File: src/hw/rtl/kcdl_pkg.sv
// Shared codes and reset values of the key click, double-click and long-press detector.
package kcdl_pkg;

  localparam int unsigned CfgWidth = 16;
  localparam int unsigned CfgIdxWidth = 2;
  localparam int unsigned KindWidth = 2;
  localparam int unsigned KeyWidth = 2;
  localparam int unsigned StampInWidth = 32;

  localparam logic [CfgIdxWidth-1:0] CFG_DEBOUNCE = 2'd0;
  localparam logic [CfgIdxWidth-1:0] CFG_LONG_PRESS = 2'd1;
  localparam logic [CfgIdxWidth-1:0] CFG_DOUBLE_GAP = 2'd2;

  localparam logic [CfgWidth-1:0] DEBOUNCE_RESET = 16'd20;
  localparam logic [CfgWidth-1:0] LONG_PRESS_RESET = 16'd800;
  localparam logic [CfgWidth-1:0] DOUBLE_GAP_RESET = 16'd300;

  localparam logic [1:0] PH_RELEASED = 2'd0;
  localparam logic [1:0] PH_CONFIRM = 2'd1;
  localparam logic [1:0] PH_PRESSING = 2'd2;
  localparam logic [1:0] PH_LONG = 2'd3;

  localparam logic [KindWidth-1:0] EV_NONE = 2'd0;
  localparam logic [KindWidth-1:0] EV_SINGLE = 2'd1;
  localparam logic [KindWidth-1:0] EV_DOUBLE = 2'd2;
  localparam logic [KindWidth-1:0] EV_LONG = 2'd3;

endpackage

File: src/hw/rtl/key_click_double_long_detector.sv
// Key click, double-click and long-press detector: one poll word in, one event word out.
//
// Each poll word carries a millisecond timestamp and the pressed level of every key. The
// word is held in an input register; from there all keys are evaluated in parallel,
// the lowest-indexed key that produces an event wins and later keys keep their state, and
// the event lands in the output register. The block takes one poll word per cycle while
// the output side is ready; a single evaluation stage lies between the two registers.
// Time differences wrap modulo 2^TIME_BITS. The user must write thresholds through the
// configuration port only while idle; the block itself does not enforce this.
module key_click_double_long_detector #(
  parameter int unsigned NUM_KEYS = 4,
  parameter int unsigned TIME_BITS = 32
) (
  input  logic                                  clk_i,
  input  logic                                  rst_ni,
  input  logic                                  cfg_we_i,
  input  logic [kcdl_pkg::CfgIdxWidth-1:0]      cfg_idx_i,
  input  logic [kcdl_pkg::CfgWidth-1:0]         cfg_wdata_i,
  input  logic                                  in_valid_i,
  output logic                                  in_ready_o,
  input  logic [kcdl_pkg::StampInWidth-1:0]     now_ms_i,
  input  logic [NUM_KEYS-1:0]                   pressed_mask_i,
  output logic                                  out_valid_o,
  input  logic                                  out_ready_i,
  output logic [kcdl_pkg::KindWidth-1:0]        event_kind_o,
  output logic [kcdl_pkg::KeyWidth-1:0]         event_key_o
);

  logic [kcdl_pkg::CfgWidth-1:0] debounce_q, long_press_q, double_gap_q;

  logic                                in_valid_q;
  logic [kcdl_pkg::StampInWidth-1:0]   now_q;
  logic [NUM_KEYS-1:0]                 mask_q;

  logic                                out_valid_q;
  logic [kcdl_pkg::KindWidth-1:0]      kind_q, kind_d;
  logic [kcdl_pkg::KeyWidth-1:0]       key_q, key_d;

  logic [1:0]           phase_q [NUM_KEYS];
  logic [1:0]           phase_d [NUM_KEYS];
  logic                 pend_q [NUM_KEYS];
  logic                 pend_d [NUM_KEYS];
  logic [TIME_BITS-1:0] press_q [NUM_KEYS];
  logic [TIME_BITS-1:0] press_d [NUM_KEYS];
  logic [TIME_BITS-1:0] rel_q [NUM_KEYS];
  logic [TIME_BITS-1:0] rel_d [NUM_KEYS];

  logic process;
  logic [TIME_BITS-1:0] now_w;
  logic [TIME_BITS-1:0] deb_w, long_w, gap_w;

  assign process = in_valid_q && (!out_valid_q || out_ready_i);
  assign in_ready_o = !in_valid_q || process;
  assign out_valid_o = out_valid_q;
  assign event_kind_o = kind_q;
  assign event_key_o = key_q;

  assign now_w = TIME_BITS'(now_q);
  assign deb_w = TIME_BITS'(debounce_q);
  assign long_w = TIME_BITS'(long_press_q);
  assign gap_w = TIME_BITS'(double_gap_q);

  always_comb begin
    logic                           hit;
    logic [kcdl_pkg::KindWidth-1:0] ev;
    logic [1:0]                     ph;
    logic                           pn;
    logic [TIME_BITS-1:0]           ps;
    logic [TIME_BITS-1:0]           rs;
    logic [TIME_BITS-1:0]           el_rel;
    logic [TIME_BITS-1:0]           el_prs;
    hit = 1'b0;
    kind_d = kcdl_pkg::EV_NONE;
    key_d = '0;
    for (int k = 0; k < NUM_KEYS; k++) begin
      ph = phase_q[k];
      pn = pend_q[k];
      ps = press_q[k];
      rs = rel_q[k];
      ev = kcdl_pkg::EV_NONE;
      el_rel = now_w - rel_q[k];
      el_prs = now_w - press_q[k];
      unique case (phase_q[k])
        kcdl_pkg::PH_RELEASED: begin
          if (pend_q[k] && (el_rel > gap_w)) begin
            pn = 1'b0;
            ev = kcdl_pkg::EV_SINGLE;
          end else if (mask_q[k]) begin
            ps = now_w;
            ph = kcdl_pkg::PH_CONFIRM;
          end
        end
        kcdl_pkg::PH_CONFIRM: begin
          if (mask_q[k]) begin
            if (el_prs >= deb_w) begin
              ps = now_w;
              ph = kcdl_pkg::PH_PRESSING;
            end
          end else begin
            ph = kcdl_pkg::PH_RELEASED;
          end
        end
        kcdl_pkg::PH_PRESSING: begin
          if (!mask_q[k]) begin
            ph = kcdl_pkg::PH_RELEASED;
            if (pend_q[k] && (el_rel <= gap_w)) begin
              pn = 1'b0;
              ev = kcdl_pkg::EV_DOUBLE;
            end else begin
              pn = 1'b1;
              rs = now_w;
            end
          end else if (el_prs >= long_w) begin
            ph = kcdl_pkg::PH_LONG;
          end
        end
        default: begin
          if (!mask_q[k]) begin
            ph = kcdl_pkg::PH_RELEASED;
            pn = 1'b0;
            ev = kcdl_pkg::EV_LONG;
          end
        end
      endcase
      if (process && !hit) begin
        phase_d[k] = ph;
        pend_d[k] = pn;
        press_d[k] = ps;
        rel_d[k] = rs;
      end else begin
        phase_d[k] = phase_q[k];
        pend_d[k] = pend_q[k];
        press_d[k] = press_q[k];
        rel_d[k] = rel_q[k];
      end
      if (!hit && (ev != kcdl_pkg::EV_NONE)) begin
        kind_d = ev;
        key_d = kcdl_pkg::KeyWidth'(k);
        hit = 1'b1;
      end
    end
  end

  always_ff @(posedge clk_i or negedge rst_ni) begin
    if (!rst_ni) begin
      debounce_q <= kcdl_pkg::DEBOUNCE_RESET;
      long_press_q <= kcdl_pkg::LONG_PRESS_RESET;
      double_gap_q <= kcdl_pkg::DOUBLE_GAP_RESET;
    end else if (cfg_we_i) begin
      unique case (cfg_idx_i)
        kcdl_pkg::CFG_DEBOUNCE:   debounce_q <= cfg_wdata_i;
        kcdl_pkg::CFG_LONG_PRESS: long_press_q <= cfg_wdata_i;
        kcdl_pkg::CFG_DOUBLE_GAP: double_gap_q <= cfg_wdata_i;
        default: ;
      endcase
    end
  end

  always_ff @(posedge clk_i or negedge rst_ni) begin
    if (!rst_ni) begin
      in_valid_q <= 1'b0;
      out_valid_q <= 1'b0;
    end else begin
      if (in_ready_o) begin
        in_valid_q <= in_valid_i;
      end
      if (process) begin
        out_valid_q <= 1'b1;
      end else if (out_ready_i) begin
        out_valid_q <= 1'b0;
      end
    end
  end

  always_ff @(posedge clk_i) begin
    if (in_valid_i && in_ready_o) begin
      now_q <= now_ms_i;
      mask_q <= pressed_mask_i;
    end
    if (process) begin
      kind_q <= kind_d;
      key_q <= key_d;
    end
  end

  always_ff @(posedge clk_i or negedge rst_ni) begin
    if (!rst_ni) begin
      for (int k = 0; k < NUM_KEYS; k++) begin
        phase_q[k] <= kcdl_pkg::PH_RELEASED;
        pend_q[k] <= 1'b0;
      end
    end else begin
      for (int k = 0; k < NUM_KEYS; k++) begin
        phase_q[k] <= phase_d[k];
        pend_q[k] <= pend_d[k];
      end
    end
  end

  always_ff @(posedge clk_i) begin
    for (int k = 0; k < NUM_KEYS; k++) begin
      press_q[k] <= press_d[k];
      rel_q[k] <= rel_d[k];
    end
  end

endmodule
File: config.mk
export PLATFORM = sky130hd
export DESIGN_NAME = key_click_double_long_detector
export DESIGN_NICKNAME = d
export VERILOG_FILES = /design/src/hw/rtl/kcdl_pkg.sv /design/src/hw/rtl/key_click_double_long_detector.sv
export SDC_FILE = /design/constraint.sdc
export NUM_CORES = 1
export LEC_CHECK = 0
export CORE_MARGIN = 5
export CORE_UTILIZATION = 60
export DETAILED_ROUTE_END_ITERATION = 12
export DONT_BUFFER_PORTS = 1
export PLACE_DENSITY = 0.8
export SLEW_MARGIN = 20
export SYNTH_ARGS = -nofsm -noshare
export SYNTH_HDL_FRONTEND = slang
export SYNTH_SLANG_ARGS = --single-unit
File: constraint.sdc
create_clock -name clk_i -period 8.42 [get_ports clk_i]
set_clock_uncertainty 0.2 [all_clocks]
set_input_delay 1.684 -clock clk_i [delete_from_list [all_inputs] [get_ports clk_i]]
set_output_delay 1.684 -clock clk_i [all_outputs]
set_load 0.01 [all_outputs]
==> results.ini, run 1 <==
[power]
ir_worst_vdd_mv = 0.151
p_seq_share_pct = 31.0
internal_power_uw = 4610
switching_share_pct = 38.3
power_density_mw_per_mm2 = 220
p_leak_uw = 0.0148
power.net_switching_uw = 2850
clkPwrFrac_pct = 26.5
pwr-share-comb_pct = 42.6

[floorplanning]
design.die.area_mm2 = 0.0572
dieWidth_um = 239
placementRows = 84
start_util_pct = 60.3
fp.coreArea_mm2 = 0.0523
die_h_um = 239
io_pins = 65

[clock_network]
clkTransAtPathRegs_ns = 0.06
numCtsBuffers = 42
ctsResizeCount = 0
cts_setup_buffers = 0
cts-root-buf = clkbuf_16
clk_latency_ns = 0.60
clock_path_buffers = 3
holdBufCountCts = 0
clock-sinks = 358
htree_levels = 2
cts_tree = built

[critical_path]
slowest_delay_ns = 0.81
path_max_fanout = 16
crit_path_end_kind = flip-flop
r2r-end = press_q[1][0]
r2r_slack_ns = 1.24
setup.worst_path.start = now_q[9]
crit_required_ns = 8.50
cp_cell_sequence = ha_1 > a21oi_1 > a21boi_0 > o21ai_1 > nand3_1 > a21o_1 > a21oi_1 > xnor2_1 > ha_1 > nand4_1 > or4_1 > nor3_1 > o211a_1 > o2111ai_1 > and4b_1 > a41oi_1 > and2_1 > a22o_1 > nor2_1 > and3_1 > buf_4
r2r_start = now_q[9]
critPathKind = reg2reg
cp.arrival_ns = 7.26
crit_path_start_kind = flip-flop
reg2reg_depth = 21
cp-endpoint = press_q[1][0]
cpMaxStageDelayCell = edfxtp_1

[sta]
setup_violations = 0
max_freq_ghz = 0.139
rsz0062_at_grt = false
tightest_slew_ns = 1.08
fin_crit_sh_pct = 85.3
maxSlewViolCount = 0
fin_crit_ns = 7.18
hold_violations = 0
max_slew_margin_pct = 28.2
hold_ws_ns = 0.291
setup_tns_ns = 0

[flow_run]
cap_violations = 0

[global_routing]
grt_start_max_net_pins = 63
grt_pass1_vias = 26500
antenna_found_initial = 8
grtUsageTotal_pct = 31.3
grt_overflow = 0
grt_pass1_wl_um = 143000

[synth]
synth_edf_count = 296
synth_top_area_share_pct = 28.2
synthTopCellsByArea = edfxtp_1 28%, ha_1 18%, a21oi_1 5.0%
synth_seq_cells = 358
synth_nets = 3956
postSynth.asyncResetShare_pct = 17.3
synth.largest_area_cell = edfxtp_1
yosysSeqAreaShare_pct = 33.1
yosys_warnings = 0
synthFlopType = edfxtp_1
syn_inst = 3445
yosysUniqueCellTypes = 102
syn_area_mm2 = 0.0315
avgSynthCellArea_um2 = 9.15

[placement]
port_buffers = 0
place_congestion = 0.975
hpwl_um = 69200

[finish]
drive_gt1_share_pct = 5.88
final_common_cell = ha_1
syn_to_final_growth_pct = 7.70
most-common-layout-cells = 444 x ha_1, 365 x inv_1, 313 x a21oi_1
fillers = 4280
nets = 3962

[route]
remaining_drc_errors = 0
detail-route-antenna-nets = 0
via_per_inst = 6.52
num_vias = 27200
drtIter0Drc = 2642
wl_um = 91100
firstDrtPassIters = 6
wl_per_cell_um = 21.8

[hold_path]
hp-start = in_valid_q
min_path_type = reg2reg

[outcome]
status = finished, final reports clean

-- through the flow --
| stage | power [uW] | std cells | instance area [um2] | utilization, % | setup WS, ns |
|---|---|---|---|---|---|
| 2_1_floorplan | 4580 | 3445 | 31500 | - | 1.14 |
| 3_3_place_gp | 5360 | 4093 | 32400 | 61.9 | 1.54 |
| 3_5_place_dp | 5410 | 4093 | 32400 | 61.9 | 1.26 |
| 4_1_cts | 7410 | 4171 | 33900 | 64.8 | 1.22 |
| 5_1_grt | 7910 | 4177 | 34000 | 64.9 | 0.837 |
| 6_report | 7460 | 4179 | 34000 | 64.9 | 1.24 |
-- kinds of logic after synthesis --
kind of cell | count (synthesis) | synth area share, %
multiplexers | 56 | 1.94
flip-flops | 358 | 33.1
adder cells (fa/ha/maj) | 452 | 18.1
AO/OA/AOI/OAI | 1064 | 22.2
XOR/XNOR | 169 | 4.69
AND/OR/NAND/NOR | 905 | 14.6
buffers and inverters | 441 | 5.34
-- worst min path at each step --
stage / endpoint / slack (ns) / cells past startpoint
3_3_place_gp: out_valid_o / 0.28 / 1
3_5_place_dp: out_valid_o / 0.28 / 1
4_1_cts: out_valid_o / 0.29 / 1
2_1_floorplan: out_valid_o / 0.25 / 1
6_report: out_valid_o / 0.29 / 1
5_1_grt: long_press_q[11] / 0.31 / 1
-- state kept, by name (all words and copies together) (netlist names) --
name,cells
press_q,128
rel_q,128
now_q,32
debounce_q,16
double_gap_q,16
long_press_q,16
phase_q,8
mask_q,4
pend_q,4
event_key_o,2
event_kind_o,2
in_valid_q,1
out_valid_o,1
-- critical path, delay by kind of cell (launching register included) --
family / cells / cell delay (ns)
AND/OR/NAND/NOR: 8 / 2.62
adder cells (fa/ha/maj): 2 / 0.72
XOR/XNOR: 1 / 0.08
flip-flops: 1 / 0.81
buffers and inverters: 1 / 0.34
AO/OA/AOI/OAI: 9 / 2.06
-- power groups by stage --
stage	combinational, uW	sequential (uW)	clock (uW)
6_report	3180	2310	1970
5_1_grt	3520	2330	2060
4_1_cts	3110	2310	1990
3_5_place_dp	3070	2340	0
3_3_place_gp	3020	2340	0
2_1_floorplan	2270	2310	0
-- layout make-up --
cell class              instances  area (um2)  share of cell area [%]
clock inverters                20         221                   0.652
well taps                     688         861                    2.53
multi-input cells            2646       19400                    57.3
flip-flops and latches        358       10500                    30.8
repair buffers                 38         325                   0.958
diodes                          6        15.0                  0.0442
inverters                     365        1370                    4.03
clock buffers                  58        1270                    3.74
-- per-layer routing --
metal / wire length (um) / track usage (%)
met4: 4990 / 14.9
met3: 6250 / 3.74
met5: 0 / 0
met2: 42300 / 52.0
met1: 37600 / 41.0
-- cell usage after synthesis, types with 21 or more instances --
master and count:
and3_1 37, o31ai_1 21, ha_1 444, clkbuf_1 63, o211ai_1 46, inv_1 365, nand2b_1 66, nor3_1 56
dfrtp_1 53, a211oi_1 33, o21bai_1 22, a21o_1 138, and2_1 29, o21ai_1 21, o21a_1 40, nand2_1 226
xor2_1 67, nand3_1 77, edfxtp_1 296, nand4_1 69, o21ai_0 191, mux2_2 36, a21oi_1 314, xnor2_1 102
nor2_1 190, nor2b_1 45, a31oi_1 33
Note: power is estimated with default switching activity, not from simulation.
==> inputs of run 2 (changes only) <==
--- a/config.mk
+++ b/config.mk
@@ -6,10 +6,11 @@
 export NUM_CORES = 1
 export LEC_CHECK = 0
 export CORE_MARGIN = 5
-export CORE_UTILIZATION = 60
+export CORE_UTILIZATION = 35
 export DETAILED_ROUTE_END_ITERATION = 12
 export DONT_BUFFER_PORTS = 1
-export PLACE_DENSITY = 0.8
+export PLACE_DENSITY = 0.53
+export SKIP_LAST_GASP = 1
 export SLEW_MARGIN = 20
 export SYNTH_ARGS = -nofsm -noshare
 export SYNTH_HDL_FRONTEND = slang
==> run 2 against run 1 <==
Final cell count grew 12%. Final area grew 2.0%. First-iteration DRC count shrank 33%. Sequential cell count is the same. Via count shrank 4.4%. Sequential power is essentially flat. Worst hold slack lost 0.0013 ns. Highest routed layer unchanged. Global-route usage shrank 12 points. Largest cell class unchanged. Critical path type unchanged. Critical path depth shrank 1.
==> results.ini, run 2 (synthesized netlist as in run 1, its figures left out) <==
[outcome]
status = finished, final reports clean

[clock_network]
holdBufCountCts = 0
cts_setup_buffers = 0
clock-sinks = 358
cts_tree = built
clock_path_buffers = 3
clkTransAtPathRegs_ns = 0.06
ctsResizeCount = 0
htree_levels = 2
numCtsBuffers = 46
clk_latency_ns = 0.58
cts-root-buf = clkbuf_16

[floorplanning]
dieWidth_um = 310
io_pins = 65
placementRows = 110
design.die.area_mm2 = 0.0962
die_h_um = 310
start_util_pct = 35.1
fp.coreArea_mm2 = 0.0897

[critical_path]
cp_cell_sequence = inv_1 > ha_1 > fa_1 > nand2b_1 > a21oi_1 > o21ai_2 > and2_1 > o21ai_0 > xor2_1 > ha_1 > a21o_1 > a211o_1 > a2111oi_0 > a2bb2oi_1 > nand4_1 > nor4_2 > nor4_1 > nor4_2 > and4b_1 > buf_4
crit_path_end_kind = flip-flop
cpMaxStageDelayCell = nor4_2
slowest_delay_ns = 0.66
crit_buf_inv = 2
reg2reg_depth = 20
cp.depth = 20
r2r-end = press_q[3][2]
r2r_slack_ns = 1.15
r2r_start = now_q[0]
setup.worst_path.start = now_q[0]
critPathKind = reg2reg
crit_required_ns = 8.44
cp-endpoint = press_q[3][2]
crit_path_start_kind = flip-flop
path_max_fanout = 32
path_delay_family = simple AND/OR/NAND/NOR gates
cp.arrival_ns = 7.29

[route]
detail-route-antenna-nets = 0
wl_per_cell_um = 20.9
num_vias = 26000
drtIter0Drc = 1777
via_per_inst = 5.58
firstDrtPassIters = 8
wl_um = 97400
remaining_drc_errors = 0

[sta]
setup_violations = 0
fin_crit_ns = 7.27
rsz0062_at_grt = false
max_slew_margin_pct = 26.8
setup_tns_ns = 0
max_freq_ghz = 0.137
tightest_slew_ns = 1.10
fin_crit_sh_pct = 86.4
maxSlewViolCount = 0
hold_ws_ns = 0.290
hold_violations = 0
layout_setup_ws_ns = 1.15

[global_routing]
grt_overflow = 0
grtUsageTotal_pct = 19.7
grt_pass1_vias = 25500
antenna_found_initial = 7
grt_start_max_net_pins = 63
grt_pass1_wl_um = 149000

[placement]
place_congestion = 0.923
dpl_worst_slack_ns = 1.18
hpwl_um = 75900
port_buffers = 0
placed_cell_area_mm2 = 0.0330

[power]
power_density_mw_per_mm2 = 218
pwr-share-comb_pct = 41.5
internal_power_uw = 4710
p_seq_share_pct = 30.7
ir_worst_vdd_mv = 0.156
clkPwrFrac_pct = 27.9
power.net_switching_uw = 2860
switching_share_pct = 37.8
p_leak_uw = 0.0149

[flow_run]
cap_violations = 0

[finish]
utilization_pct = 38.6
final_cell_area_mm2 = 0.0347
fillers = 9064
nets = 3967
top_regs = press_q: 128 flops, rel_q: 128 flops, now_q: 32 flops
final_common_cell = ha_1
drive_gt1_share_pct = 5.98
most-common-layout-cells = 444 x ha_1, 365 x inv_1, 313 x a21oi_1
syn_to_final_growth_pct = 9.88

[hold_path]
min_path_type = reg2reg

## run 2: metal layers
layer	GRT usage [%]	share of wire, %
met5	0	0
met3	1.84	3.3
met1	25.8	45
met4	6.22	3.4
met2	34.6	48
## run 2: worst min-delay path by stage
stage / startpoint / endpoint / cells past startpoint
finish: in_valid_q / out_valid_o / 1
floorplan: in_valid_q / out_valid_o / 1
CTS: in_valid_q / out_valid_o / 1
detailed placement: in_valid_q / out_valid_o / 1
global placement: in_valid_q / out_valid_o / 1
global route: in_valid_q / out_valid_o / 1
## run 2: power groups by stage
stage	clock network (uW)	registers (uW)	logic, uW
after CTS	2170	2320	3130
after floorplan	0	2310	2270
after global placement	0	2350	3110
final	2110	2320	3140
after detailed placement	0	2350	3120
after global routing	2240	2340	3520
## run 2: cell type report
| type | count | area [um2] | area share [%] |
|---|---|---|---|
| Inverter | 365 | 1370 | 3.95 |
| Sequential cell | 358 | 10500 | 30.2 |
| Timing Repair Buffer | 39 | 293 | 0.845 |
| Tap cell | 1176 | 1470 | 4.25 |
| Clock inverter | 23 | 275 | 0.794 |
| Multi-Input combinational cell | 2646 | 19500 | 56.1 |
| Clock buffer | 62 | 1340 | 3.85 |
| Antenna cell | 1 | 2.50 | 0.00722 |
## run 2: stage by stage
step / instances / power [uW]
after floorplan: 3445 / 4580
after global placement: 4584 / 5460
after detailed placement: 4584 / 5470
after CTS: 4669 / 7620
after global routing: 4669 / 8100
final: 4670 / 7570
## run 2: worst register-to-register path, cell delays in order (launching register included)
cell       delay, ns
edfxtp_1        0.55
inv_1           0.28
ha_1            0.30
fa_1            0.39
nand2b_1        0.19
a21oi_1         0.36
o21ai_2         0.16
and2_1          0.28
o21ai_0         0.25
xor2_1          0.18
ha_1            0.26
a21o_1          0.16
a211o_1         0.30
a2111oi_0       0.39
a2bb2oi_1       0.31
nand4_1         0.15
nor4_2          0.66
nor4_1          0.22
nor4_2          0.58
and4b_1         0.29
buf_4           0.43
